===== src/design/rhpm_pkg.sv =====
`default_nettype none

package rhpm_pkg;

    // Default sizes handed to the top level
    localparam int DEF_MAX_PATTERN   = 16;
    localparam int DEF_POSITION_BITS = 32;

    // Pattern register file holds sixteen bytes
    localparam int PATTERN_REG_BYTES = 16;

    // Width of the pattern length register and of the step counter
    localparam int LEN_BITS = 5;

    // Configuration port
    localparam int CFG_IDX_BITS  = 2;
    localparam int CFG_DATA_BITS = 64;

    localparam logic [CFG_IDX_BITS-1:0] CFG_PATTERN_LOW  = 2'd0;
    localparam logic [CFG_IDX_BITS-1:0] CFG_PATTERN_HIGH = 2'd1;
    localparam logic [CFG_IDX_BITS-1:0] CFG_PATTERN_LEN  = 2'd2;

    // Controller states: run the stream, or rebuild the hashes after a write
    typedef enum logic {
        ST_RUN,
        ST_CALC
    } rhpm_state_t;

    // Commands from controller to datapath
    typedef struct packed {
        logic                calc_init;
        logic                calc_step;
        logic [LEN_BITS-1:0] calc_index;
        logic                shift;
        logic                eval;
        logic                eval_last;
    } rhpm_cmd_t;

    // Status from datapath to controller
    typedef struct packed {
        logic [LEN_BITS-1:0] eff_len;
        logic                eval_hit;
    } rhpm_sts_t;

    // Multiply by the hash base 131 = 128 + 2 + 1, modulo 2^64
    function automatic logic [63:0] mul_base(input logic [63:0] x);
        return (x << 7) + (x << 1) + x;
    endfunction

    // Select pattern byte k from the packed sixteen-byte pattern
    function automatic logic [7:0] pat_byte(input logic [127:0] pat, input logic [3:0] k);
        return pat[k*8 +: 8];
    endfunction

endpackage

`default_nettype wire


===== src/design/rhpm_ctrl.sv =====
`default_nettype none

module rhpm_ctrl (
    input  wire                  clk,
    input  wire                  rst_n,
    input  wire                  cfg_we,
    input  wire                  in_valid,
    input  wire                  in_last,
    output logic                 in_ready,
    output logic                 out_valid,
    input  wire                  out_ready,
    input  rhpm_pkg::rhpm_sts_t  sts,
    output rhpm_pkg::rhpm_cmd_t  cmd
);
    import rhpm_pkg::*;

    rhpm_state_t         state_reg, state_next;
    logic [LEN_BITS-1:0] calc_cnt_reg, calc_cnt_next;
    logic                eval_pend_reg, eval_pend_next;
    logic                eval_last_reg, eval_last_next;
    logic                out_valid_reg, out_valid_next;

    logic                eval_fire;
    logic                accept;
    logic                calc_last;

    // Evaluate the pending item once the output register can take its result
    assign eval_fire = eval_pend_reg && (!out_valid_reg || out_ready);
    assign calc_last = (calc_cnt_reg == (sts.eff_len - LEN_BITS'(1)));

    // Take a byte in run state unless an evaluation is stuck or ends a text
    assign in_ready  = (state_reg == ST_RUN)
                       && (!eval_pend_reg || (eval_fire && !eval_last_reg));
    assign accept    = in_valid && in_ready;
    assign out_valid = out_valid_reg;

    // Next state
    always_comb
    begin
        state_next = state_reg;
        unique case (state_reg)
            ST_RUN:
            begin
                if (cfg_we)
                    state_next = ST_CALC;
            end
            ST_CALC:
            begin
                if (!cfg_we && calc_last)
                    state_next = ST_RUN;
            end
            default:
                state_next = ST_RUN;
        endcase
    end

    // Commands to the datapath
    always_comb
    begin
        cmd            = '0;
        cmd.calc_init  = cfg_we;
        cmd.calc_step  = (state_reg == ST_CALC) && !cfg_we;
        cmd.calc_index = calc_cnt_reg;
        cmd.shift      = accept;
        cmd.eval       = eval_fire;
        cmd.eval_last  = eval_last_reg;
    end

    // Step counter, pending evaluation and output valid
    always_comb
    begin
        calc_cnt_next  = calc_cnt_reg;
        eval_pend_next = eval_pend_reg;
        eval_last_next = eval_last_reg;
        out_valid_next = out_valid_reg;

        priority if (cfg_we)
            calc_cnt_next = '0;
        else if (state_reg == ST_CALC)
            calc_cnt_next = calc_cnt_reg + LEN_BITS'(1);
        else
            calc_cnt_next = calc_cnt_reg;

        priority if (accept)
        begin
            eval_pend_next = 1'b1;
            eval_last_next = in_last;
        end
        else if (eval_fire)
            eval_pend_next = 1'b0;
        else
            eval_pend_next = eval_pend_reg;

        priority if (eval_fire && (sts.eval_hit || eval_last_reg))
            out_valid_next = 1'b1;
        else if (out_ready)
            out_valid_next = 1'b0;
        else
            out_valid_next = out_valid_reg;
    end

    always_ff @(posedge clk or negedge rst_n)
    begin
        if (!rst_n)
        begin
            state_reg     <= ST_RUN;
            calc_cnt_reg  <= '0;
            eval_pend_reg <= 1'b0;
            eval_last_reg <= 1'b0;
            out_valid_reg <= 1'b0;
        end
        else
        begin
            state_reg     <= state_next;
            calc_cnt_reg  <= calc_cnt_next;
            eval_pend_reg <= eval_pend_next;
            eval_last_reg <= eval_last_next;
            out_valid_reg <= out_valid_next;
        end
    end

`ifndef SYNTHESIS
    // No byte enters while the hashes are being rebuilt
    assert property (@(posedge clk) disable iff (!rst_n)
        (state_reg == ST_CALC) |-> !accept)
        else $error("byte accepted during hash rebuild");

    // The step counter never runs past the pattern length
    assert property (@(posedge clk) disable iff (!rst_n)
        (state_reg == ST_CALC) |-> (calc_cnt_reg < sts.eff_len))
        else $error("rebuild counter past pattern length");

    // A text's last byte is evaluated before the next text begins
    assert property (@(posedge clk) disable iff (!rst_n)
        (eval_pend_reg && eval_last_reg) |-> !accept)
        else $error("byte accepted before end of text was evaluated");

    // A result only appears after an evaluation
    assert property (@(posedge clk) disable iff (!rst_n)
        $rose(out_valid_reg) |-> $past(eval_pend_reg))
        else $error("result raised without an evaluated byte");
`endif

endmodule

`default_nettype wire


===== src/design/rhpm_datapath.sv =====
`default_nettype none

module rhpm_datapath #(
    parameter int MAX_PATTERN   = rhpm_pkg::DEF_MAX_PATTERN,
    parameter int POSITION_BITS = rhpm_pkg::DEF_POSITION_BITS
) (
    input  wire                                 clk,
    input  wire                                 rst_n,
    input  wire                                 cfg_we,
    input  wire  [rhpm_pkg::CFG_IDX_BITS-1:0]   cfg_index,
    input  wire  [rhpm_pkg::CFG_DATA_BITS-1:0]  cfg_data,
    input  wire  [7:0]                          in_data,
    input  rhpm_pkg::rhpm_cmd_t                 cmd,
    output rhpm_pkg::rhpm_sts_t                 sts,
    output logic                                out_match_valid,
    output logic [31:0]                         out_match_start,
    output logic                                out_text_done
);
    import rhpm_pkg::*;

    localparam int CAP      = (MAX_PATTERN < PATTERN_REG_BYTES) ? MAX_PATTERN
                                                                : PATTERN_REG_BYTES;
    localparam int IDX_BITS = (CAP > 1) ? $clog2(CAP) : 1;

    // Configuration registers
    logic [63:0]            pat_low_reg, pat_low_next;
    logic [63:0]            pat_high_reg, pat_high_next;
    logic [LEN_BITS-1:0]    len_reg, len_next;

    // Text state and hashes
    logic [7:0]             window_reg [CAP];
    logic [7:0]             window_next [CAP];
    logic [7:0]             aligned_reg [CAP];
    logic [7:0]             aligned_next [CAP];
    logic [63:0]            wh_reg, wh_next;
    logic [63:0]            ph_reg, ph_next;
    logic [63:0]            lp_reg, lp_next;
    logic [POSITION_BITS-1:0] pos_reg, pos_next;

    // Evaluation and result registers
    logic [POSITION_BITS-1:0] eval_idx_reg;
    logic                   match_valid_reg;
    logic [31:0]            match_start_reg;
    logic                   text_done_reg;

    logic [127:0]           pattern;
    logic [LEN_BITS-1:0]    eff_len;
    logic [LEN_BITS-1:0]    tap_sel;
    logic [IDX_BITS-1:0]    tap_addr;
    logic [7:0]             tap_byte;
    logic [7:0]             pb;
    logic [63:0]            drop_term;
    logic [63:0]            roll_hash;
    logic                   bytes_eq;
    logic                   idx_ok;
    logic                   hit;
    logic [POSITION_BITS-1:0] start;
    logic [63:0]            start_wide;
    logic [31:0]            start_sat;

    assign pattern = {pat_high_reg, pat_low_reg};

    // Clamp the pattern length into 1 to CAP
    always_comb
    begin
        priority if (len_reg == '0)
            eff_len = LEN_BITS'(1);
        else if (len_reg > LEN_BITS'(CAP))
            eff_len = LEN_BITS'(CAP);
        else
            eff_len = len_reg;
    end

    // One window tap: oldest byte while streaming, byte n-1-k while rebuilding
    assign tap_sel  = cmd.calc_step ? (eff_len - LEN_BITS'(1) - cmd.calc_index)
                                    : (eff_len - LEN_BITS'(1));
    assign tap_addr = tap_sel[IDX_BITS-1:0];
    assign tap_byte = window_reg[tap_addr];
    assign pb       = pat_byte(pattern, cmd.calc_index[3:0]);

    // Roll the hash: drop the oldest byte, shift in the new one
    assign drop_term = lp_reg * 64'(tap_byte);
    assign roll_hash = mul_base(wh_reg - drop_term) + 64'(in_data);

    // Exact compare of the window with the length-aligned pattern
    always_comb
    begin
        bytes_eq = 1'b1;
        for (int j = 0; j < CAP; j++)
        begin
            if ((LEN_BITS'(j) < eff_len) && (window_reg[j] != aligned_reg[j]))
                bytes_eq = 1'b0;
        end
    end

    assign idx_ok     = (64'(eval_idx_reg) >= (64'(eff_len) - 64'd1));
    assign hit        = idx_ok && (wh_reg == ph_reg) && bytes_eq;
    assign start      = eval_idx_reg - POSITION_BITS'(eff_len - LEN_BITS'(1));
    assign start_wide = 64'(start);
    assign start_sat  = (start_wide > 64'hFFFF_FFFF) ? 32'hFFFF_FFFF : start_wide[31:0];

    assign sts.eff_len  = eff_len;
    assign sts.eval_hit = hit;

    // Configuration writes
    always_comb
    begin
        pat_low_next  = pat_low_reg;
        pat_high_next = pat_high_reg;
        len_next      = len_reg;
        if (cfg_we)
        begin
            unique case (cfg_index)
                CFG_PATTERN_LOW:  pat_low_next  = cfg_data;
                CFG_PATTERN_HIGH: pat_high_next = cfg_data;
                CFG_PATTERN_LEN:  len_next      = cfg_data[LEN_BITS-1:0];
                default:          ;
            endcase
        end
    end

    // Hash rebuild steps, stream shift and end-of-text clear
    always_comb
    begin
        window_next  = window_reg;
        aligned_next = aligned_reg;
        wh_next      = wh_reg;
        ph_next      = ph_reg;
        lp_next      = lp_reg;
        pos_next     = pos_reg;

        priority if (cmd.calc_init)
        begin
            wh_next = '0;
            ph_next = '0;
            lp_next = 64'd1;
        end
        else if (cmd.calc_step)
        begin
            ph_next = mul_base(ph_reg) + 64'(pb);
            wh_next = mul_base(wh_reg) + 64'(tap_byte);
            if (cmd.calc_index != '0)
                lp_next = mul_base(lp_reg);
            aligned_next[tap_addr] = pb;
        end
        else if (cmd.shift)
        begin
            wh_next = roll_hash;
            for (int i = CAP - 1; i > 0; i--)
                window_next[i] = window_reg[i-1];
            window_next[0] = in_data;
            if (pos_reg != '1)
                pos_next = pos_reg + POSITION_BITS'(1);
        end
        else if (cmd.eval && cmd.eval_last)
        begin
            for (int i = 0; i < CAP; i++)
                window_next[i] = '0;
            wh_next  = '0;
            pos_next = '0;
        end
        else
        begin
            // hold window, hashes and position
        end
    end

    always_ff @(posedge clk or negedge rst_n)
    begin
        if (!rst_n)
        begin
            pat_low_reg  <= '0;
            pat_high_reg <= '0;
            len_reg      <= LEN_BITS'(1);
            for (int i = 0; i < CAP; i++)
            begin
                window_reg[i]  <= '0;
                aligned_reg[i] <= '0;
            end
            wh_reg  <= '0;
            ph_reg  <= '0;
            lp_reg  <= 64'd1;
            pos_reg <= '0;
        end
        else
        begin
            pat_low_reg  <= pat_low_next;
            pat_high_reg <= pat_high_next;
            len_reg      <= len_next;
            window_reg   <= window_next;
            aligned_reg  <= aligned_next;
            wh_reg       <= wh_next;
            ph_reg       <= ph_next;
            lp_reg       <= lp_next;
            pos_reg      <= pos_next;
        end
    end

    // Hold the byte index for evaluation; load the result on evaluation
    always_ff @(posedge clk)
    begin
        if (cmd.shift)
            eval_idx_reg <= pos_reg;
        if (cmd.eval)
        begin
            match_valid_reg <= hit;
            match_start_reg <= hit ? start_sat : 32'd0;
            text_done_reg   <= cmd.eval_last;
        end
    end

    assign out_match_valid = match_valid_reg;
    assign out_match_start = match_start_reg;
    assign out_text_done   = text_done_reg;

endmodule

`default_nettype wire


===== src/design/rolling_hash_pattern_matcher.sv =====
// Channel     | Direction | Signals                   | Contents
// ------------+-----------+---------------------------+---------------------------------
// text in     | in        | s_axis_t{valid,ready,..}  | tdata: text_byte; tlast: last_byte
// match out   | out       | m_axis_t{valid,ready,..}  | tdata: match_start; tuser: match_valid;
//             |           |                           | tlast: text_done
// config      | in        | cfg_we, cfg_index, cfg_data | pattern low, pattern high, length
//
// One text byte per cycle unless stalled; each byte is hashed on acceptance and checked once
// the output register is free. After a tlast byte, input pauses until window and position clear.
// Each config write starts a hash rebuild of n steps (n = clamped pattern length), one base-131
// multiply-add step per cycle, with s_axis_tready low throughout.
// rst_n is asynchronous, active low; it loads an all-zero pattern of length one.
// With m_axis_tready low a result holds in the output register; input stalls after one more byte.
`default_nettype none

module rolling_hash_pattern_matcher #(
    parameter int MAX_PATTERN   = rhpm_pkg::DEF_MAX_PATTERN,
    parameter int POSITION_BITS = rhpm_pkg::DEF_POSITION_BITS
) (
    input  wire                                 clk,
    input  wire                                 rst_n,
    input  wire                                 cfg_we,
    input  wire  [rhpm_pkg::CFG_IDX_BITS-1:0]   cfg_index,
    input  wire  [rhpm_pkg::CFG_DATA_BITS-1:0]  cfg_data,
    input  wire                                 s_axis_tvalid,
    output logic                                s_axis_tready,
    input  wire  [7:0]                          s_axis_tdata,   // [7:0] text_byte
    input  wire                                 s_axis_tlast,
    output logic                                m_axis_tvalid,
    input  wire                                 m_axis_tready,
    output logic [31:0]                         m_axis_tdata,   // [31:0] match_start
    output logic [0:0]                          m_axis_tuser,   // [0] match_valid
    output logic                                m_axis_tlast
);
    import rhpm_pkg::*;

    rhpm_cmd_t cmd;
    rhpm_sts_t sts;
    logic      match_valid;

    // Sequence rebuilds, acceptance and result handoff
    rhpm_ctrl u_ctrl (
        .clk       (clk),
        .rst_n     (rst_n),
        .cfg_we    (cfg_we),
        .in_valid  (s_axis_tvalid),
        .in_last   (s_axis_tlast),
        .in_ready  (s_axis_tready),
        .out_valid (m_axis_tvalid),
        .out_ready (m_axis_tready),
        .sts       (sts),
        .cmd       (cmd)
    );

    // Hold the window, hashes and result registers
    rhpm_datapath #(
        .MAX_PATTERN   (MAX_PATTERN),
        .POSITION_BITS (POSITION_BITS)
    ) u_datapath (
        .clk             (clk),
        .rst_n           (rst_n),
        .cfg_we          (cfg_we),
        .cfg_index       (cfg_index),
        .cfg_data        (cfg_data),
        .in_data         (s_axis_tdata),
        .cmd             (cmd),
        .sts             (sts),
        .out_match_valid (match_valid),
        .out_match_start (m_axis_tdata),
        .out_text_done   (m_axis_tlast)
    );

    assign m_axis_tuser[0] = match_valid;

endmodule

`default_nettype wire

===== config.mk =====
export PLATFORM = sky130hd
export DESIGN_NAME = rolling_hash_pattern_matcher
export DESIGN_NICKNAME = d
export VERILOG_FILES = /design/src/design/rhpm_pkg.sv /design/src/design/rhpm_ctrl.sv /design/src/design/rhpm_datapath.sv /design/src/design/rolling_hash_pattern_matcher.sv
export SDC_FILE = /design/constraint.sdc
export NUM_CORES = 2
export LEC_CHECK = 0
export BUFFER_PORTS_ARGS = -buffer_cell sky130_fd_sc_hd__buf_2
export CAP_MARGIN = 20
export CORE_ASPECT_RATIO = 0.8
export CORE_UTILIZATION = 60
export CTS_CLUSTER_DIAMETER = 200
export DETAILED_ROUTE_END_ITERATION = 16
export PLACE_DENSITY = 0.77
export REMOVE_ABC_BUFFERS = 1
export SYNTH_ARGS = -nofsm -noshare
export SYNTH_HDL_FRONTEND = slang
export SYNTH_SLANG_ARGS = --single-unit

===== constraint.sdc =====
create_clock -name clk -period 23.3 [get_ports clk]
set_input_delay 4.66 -clock clk [delete_from_list [all_inputs] [get_ports clk]]
set_output_delay 4.66 -clock clk [all_outputs]
set_load 0.1 [all_outputs]

; Word-level counts from Yosys, hierarchy flattened
; Cells that the tools add are included.
[classes]
n_eq_ne = 22
bitwise_logic = 4
multipliers = 1
n_reduce_logical = 51
muxes = 49
shifts = 1
n_lt_le_gt_ge = 21
add_sub_neg = 19
[op_table]
columns = cell, count
row1 = 2-to-1 mux 64 bit, 9
row2 = adder 64 bit, 8
row3 = 2-to-1 mux 128 bit, 2
row4 = adder 64 x 8 -> 64 bit, 3
row5 = bitwise mux 128 bit, 1
row6 = 2-to-1 mux 32 bit, 4
row7 = inequality test 8 bit, 16
row8 = indexed part select 128 x 8 -> 8 bit, 1
row9 = equality test 64 bit, 1
row10 = >= comparator 32 x 64 -> 1 bit, 1
row11 = multiplier 64 x 8 -> 64 bit, 1
row12 = subtractor 64 bit, 1
row13 = "< comparator 4 x 5 -> 1 bit, first input constant", 8
row14 = "adder 32 x 1 -> 32 bit, second input constant", 1
row15 = binary-select mux 8 bit (select 4 bit), 1
row16 = demux 8 bit (select 4 bit), 1
row17 = "greater-than comparator 32 bit, second input constant", 1
row18 = "inequality test 32 bit, second input constant", 1
row19 = subtractor 32 bit, 1
row20 = logical AND 1 bit, 27
row21 = 2-to-1 mux 8 bit, 3
row22 = 2-to-1 mux 1 bit, 22
row23 = "< comparator 3 x 5 -> 1 bit, first input constant", 4
row24 = 2-to-1 mux 5 bit, 4
row25 = other kinds (27), 46
[word_totals]
output_inout_bits = 36
reg_bits = 688
input_bits = 80

; Longest topological paths before layout
[depth]
word_depth = 25
mapped_depth = 62

; Cells and area by module
; From an unflattened synthesis, not the netlist that was laid out.
[unflattened]
hier_cells = 7009
area_unflattened_um2 = 68692.1
[modules_own_cells]
columns = mod, cells_per_inst, n_inst, area_each_um2
row1 = rhpm_datapath, 6947, 1, 68096.6
row2 = rhpm_ctrl, 62, 1, 595.6

; Worst setup path after synthesis
; OpenSTA, ideal clock, no wires.
[synth_path]
path_type = input port to flip-flop
startpoint = in cfg_we
endpoint = reg u_datapath.wh_reg[61]
t_required_ns = 23.170
path_slack_ns = 7.704
cell_stages = 48
n_path_buf = 7
setup_time_ns = 0.130
t_arrival_ns = 15.466
cell_sequence = buf_2 and2b_1 nand2_1 a21boi_2 buf_6 buf_6 mux2i_1 mux4_2 and2_1 a31oi_1 clkbuf_1 clkbuf_1 nand2_1 fa_1 fa_1 fa_1 fa_1 ha_1 [... 12 more ...] ha_1 ha_1 clkbuf_1 nand4_1 nor2_1 a211oi_1 a21oi_1 nor4_1 a21oi_1 nor3_1 o21ai_1 a221oi_1 o31ai_1 a311o_1 a21oi_1 xnor2_1 a22oi_1 o21ai_1
[synth_between]
elab_chain_cells = 15
[synth_lines]
columns = item, line
row1 = start: declaration, rolling_hash_pattern_matcher.sv:22  ; input wire cfg_we,
row2 = zero test 1 bit, rhpm_ctrl.sv:62  ; cmd.calc_step = (state_reg == ST_CALC) && !cfg_we;
row3 = logical AND 1 bit, rhpm_ctrl.sv:62
row4 = 2-to-1 mux 4 bit, rhpm_datapath.sv:75  ; assign tap_sel = cmd.calc_step ? (eff_len - LEN_BITS'(1) - cmd.calc_index)
row5 = inverter 4 -> 5 bit (implied by the code), rhpm_datapath.sv:78  ; assign tap_byte = window_reg[tap_addr];
row6 = binary-select mux 8 bit (select 4 bit), rhpm_datapath.sv:78
row7 = 2-to-1 mux 8 bit (implied by the code) (2 in a row), rhpm_datapath.sv:78
row8 = multiplier 64 x 8 -> 64 bit, rhpm_datapath.sv:82  ; assign drop_term = lp_reg * 64'(tap_byte);
row9 = subtractor 64 bit, rhpm_datapath.sv:83  ; assign roll_hash = mul_base(wh_reg - drop_term) + 64'(in_data);
row10 = adder 64 bit (2 in a row), rhpm_pkg.sv:47  ; return (x << 7) + (x << 1) + x;
row11 = adder 64 x 8 -> 64 bit, rhpm_datapath.sv:83
row12 = 2-to-1 mux 64 bit, rhpm_datapath.sv:146  ; else if (cmd.shift)
row13 = 2-to-1 mux 64 bit, rhpm_datapath.sv:138  ; else if (cmd.calc_step)
row14 = 2-to-1 mux 64 bit, rhpm_datapath.sv:132  ; priority if (cmd.calc_init)
row15 = end signal: assignment, rhpm_datapath.sv:192  ; wh_reg <= wh_next;
row16 = end: declaration, rhpm_datapath.sv:35  ; logic [63:0] wh_reg, wh_next;
; Parallel ways exist; a longest one is shown, timed or not. The select of a mux whose other input is x is not followed.
; A chain may end at the register's enable or synchronous reset.

; Final worst setup path
; Same ends and word-level chain as after synthesis.

==> results.py <==
metrics = {
    "route": {
        "drc": 0,
        "routed_wl_microns": 190000,
        "viasPerCell": 6.22,
        "vias": 51700,
        "ant_nets": 0,
        "dr.pass1.iters": 6,
        "drt_iter0_drc": 5028,
        "routedWlPerCell_microns": 22.9,
    },
    "global_routing": {
        "grt_util_all_layers_pct": 33.7,
        "antenna_found_initial": 5,
        "grt_pass1_vias": 51200,
        "overflow": 0,
        "grt_pass1_wl_microns": 301000,
        "grt_max_degree": 164,
    },
    "die": {
        "die_width_microns": 379,
        "rows": 110,
        "die-area_sq_um": 115000,
        "ioPinCount": 116,
        "initial_core_util_pct": 60.5,
        "chipHeight_microns": 303,
        "core_sq_um": 113000,
    },
    "synthesis": {
        "async_flop_share_pct": 90.4,
        "synth_area_sq_um": 68100,
        "synth_warnings": 0,
        "synth.ff_latch_count": 688,
        "synth.distinct_cells": 92,
        "synth_seq_area_share_pct": 25.8,
        "syn_inst": 6727,
        "ys.flop_type": "dfrtp_1",
        "synth_edf_count": 66,
        "syn_area_per_cell_sq_um": 10.1,
    },
    "clocking": {
        "clk_latency_ns": 0.70,
        "cts_buffers": 75,
        "cts_setup_buffers": 0,
        "cts-hold-fix-buffers": 0,
        "ctsResizeCount": 0,
        "cts_tree": "built",
        "cts-root-buf": "clkbuf_16",
        "cts.clk_slew.worst_paths_ns": 0.06,
        "clockBufferDepth": 3,
        "cts_sinks": 688,
        "htreeDepth": 3,
    },
    "sta": {
        "final_max_slew_viol_count": 0,
        "fmax_mhz": 57.2,
        "slew_headroom_pct": 23.8,
        "worst_pin_slew_ns": 1.14,
        "tns_ns": 0,
        "setup_violations": 0,
        "report.final.hold_viol_count": 0,
        "min_period_over_period_pct": 75.0,
        "min_period_ns": 17.47,
        "fin_skew_ns": 0.0553,
        "rsz0062_at_grt": "no",
    },
    "critical_path": {
        "crit_fanout": 64,
        "slowest_delay_ns": 0.80,
        "r2r_end": "u_datapath.wh_reg[61]",
        "worst_r2r_path_depth": 52,
        "crit_slowest_cell": "buf_4",
        "r2r-start": "u_datapath.len_reg[2]",
        "endpoint": "u_datapath.wh_reg[61]",
        "cp.required_ns": 23.83,
        "critPathLaunch": "cfg_we",
        "start_kind": "primary input",
        "worst_ep_arrival_time_ns": 18.00,
        "cpMostUsedCell": "fa_1",
        "ff2ff_setup_slack_ns": 6.82,
        "path_class": "in2reg",
        "worstSetupEndpointType": "register",
    },
    "cells_and_area": {
        "drive_above_1_share_pct": 9.60,
        "nets": 8016,
        "stdcell_count": 8316,
        "area_delta_synth_final_pct": 6.95,
        "fill_cells": 8937,
    },
    "placement": {
        "gp_congestion": 0.987,
        "portBuffers": 115,
        "hpwl_microns": 145000,
        "dp_cells": 8170,
    },
    "status": {
        "outcome": "completed",
    },
    "run": {
        "cap_violations": 0,
    },
    "min_path": {
        "hp-class": "reg2reg",
    },
}
## layout by cell type (no fill, tap or decap), types with 27 or more instances in the layout
master and n:
a211oi_1 35, a21o_1 218, a21oi_1 368, a22o_1 138, a22oi_1 38, a31oi_1 33
and2_1 300, and3_1 65, buf_2 113, buf_4 47, clkbuf_16 75, conb_1 27
dfrtp_1 618, edfxtp_1 66, fa_1 636, ha_1 563, inv_1 626, mux2_2 269
mux2i_1 106, mux4_2 49, nand2_1 478, nand2b_1 53, nand3_1 78, nand4_1 70
nor2_1 259, nor2b_1 60, nor3_1 43, nor4_1 39, o21a_1 38, o21ai_0 276
o21bai_1 50, or3_1 28, xnor2_1 294, xor2_1 282
## cells by family after synthesis
| family | synth area share, % |
|---|---|
| AND/OR/NAND/NOR | 11.2 |
| adder cells (fa/ha/maj) | 29.2 |
| AO/OA/AOI/OAI | 13.5 |
| multiplexers | 7.72 |
| XOR/XNOR | 7.61 |
| flip-flops | 25.8 |
| other | 0.00550 |
| buffers and inverters | 4.98 |
## synth_stat cells, drive strengths merged, types with 218 or more instances
library cell	instances	share of area, %
fa	636	19
inv	628	3.5
dfrtp	620	23
ha	563	10
nand2	478	2.6
a21oi	372	2.7
and2	302	2.8
xnor2	296	3.8
o21ai	286	2.1
xor2	283	3.6
mux2	270	4.5
nor2	261	1.4
a21o	218	2.4
## per-stage QoR
stage / hold WS (ns) / setup slack (ns) / instance area (sq um) / util, %
2_1_floorplan: 0.447 / 3.73 / 67200 / -
3_3_place_gp: 0.459 / 5.72 / 70200 / 62.3
3_5_place_dp: 0.476 / 5.42 / 70200 / 62.3
6_report: 0.489 / 5.83 / 72900 / 64.7
5_1_grt: 0.506 / 5.02 / 72900 / 64.7
4_1_cts: 0.485 / 6.09 / 72800 / 64.7
## critical path, delay by kind of cell
family | cells | cell delay [ns]
AO/OA/AOI/OAI | 17 | 4.17
adder cells (fa/ha/maj) | 8 | 3.52
AND/OR/NAND/NOR | 11 | 2.34
buffers and inverters | 6 | 1.91
multiplexers | 2 | 0.72
XOR/XNOR | 2 | 0.56
## worst min path at each step
stage	start	slack [ns]	cells after the start	to
after global placement	u_datapath.pos_reg[4]	0.46	0	u_datapath.eval_idx_reg[4]
after floorplan	u_datapath.pos_reg[26]	0.45	0	u_datapath.eval_idx_reg[26]
after detailed placement	u_datapath.pos_reg[4]	0.48	0	u_datapath.eval_idx_reg[4]
final	u_datapath.pos_reg[1]	0.49	0	u_datapath.eval_idx_reg[1]
after global routing	u_datapath.pos_reg[3]	0.51	0	u_datapath.eval_idx_reg[3]
after CTS	u_datapath.pos_reg[1]	0.49	0	u_datapath.eval_idx_reg[1]
## cell type report
class	count	area, sq um	area share (%)
multi-input combinational	5180	47400	65.1
clock buffer	99	2050	2.81
tap	1512	1890	2.60
inverter	628	2360	3.23
antenna	4	10.0	0.0137
sequential	688	17600	24.1
clock inverter	41	609	0.836
timing repair buffer	164	988	1.36
## routing by layer
metal / global-route usage, % / wire length (microns) / up-vias
met4: 8.98 / 5350 / 2
met5: 0 / 11 / -
li1: - / - / 23200
met3: 8.74 / 20400 / 288
met1: 50.8 / 84600 / 25900
met2: 48.0 / 79700 / 2296
Power is not shown: default switching activity piles up to over one toggle a cycle in this logic, so the estimate is an artifact.
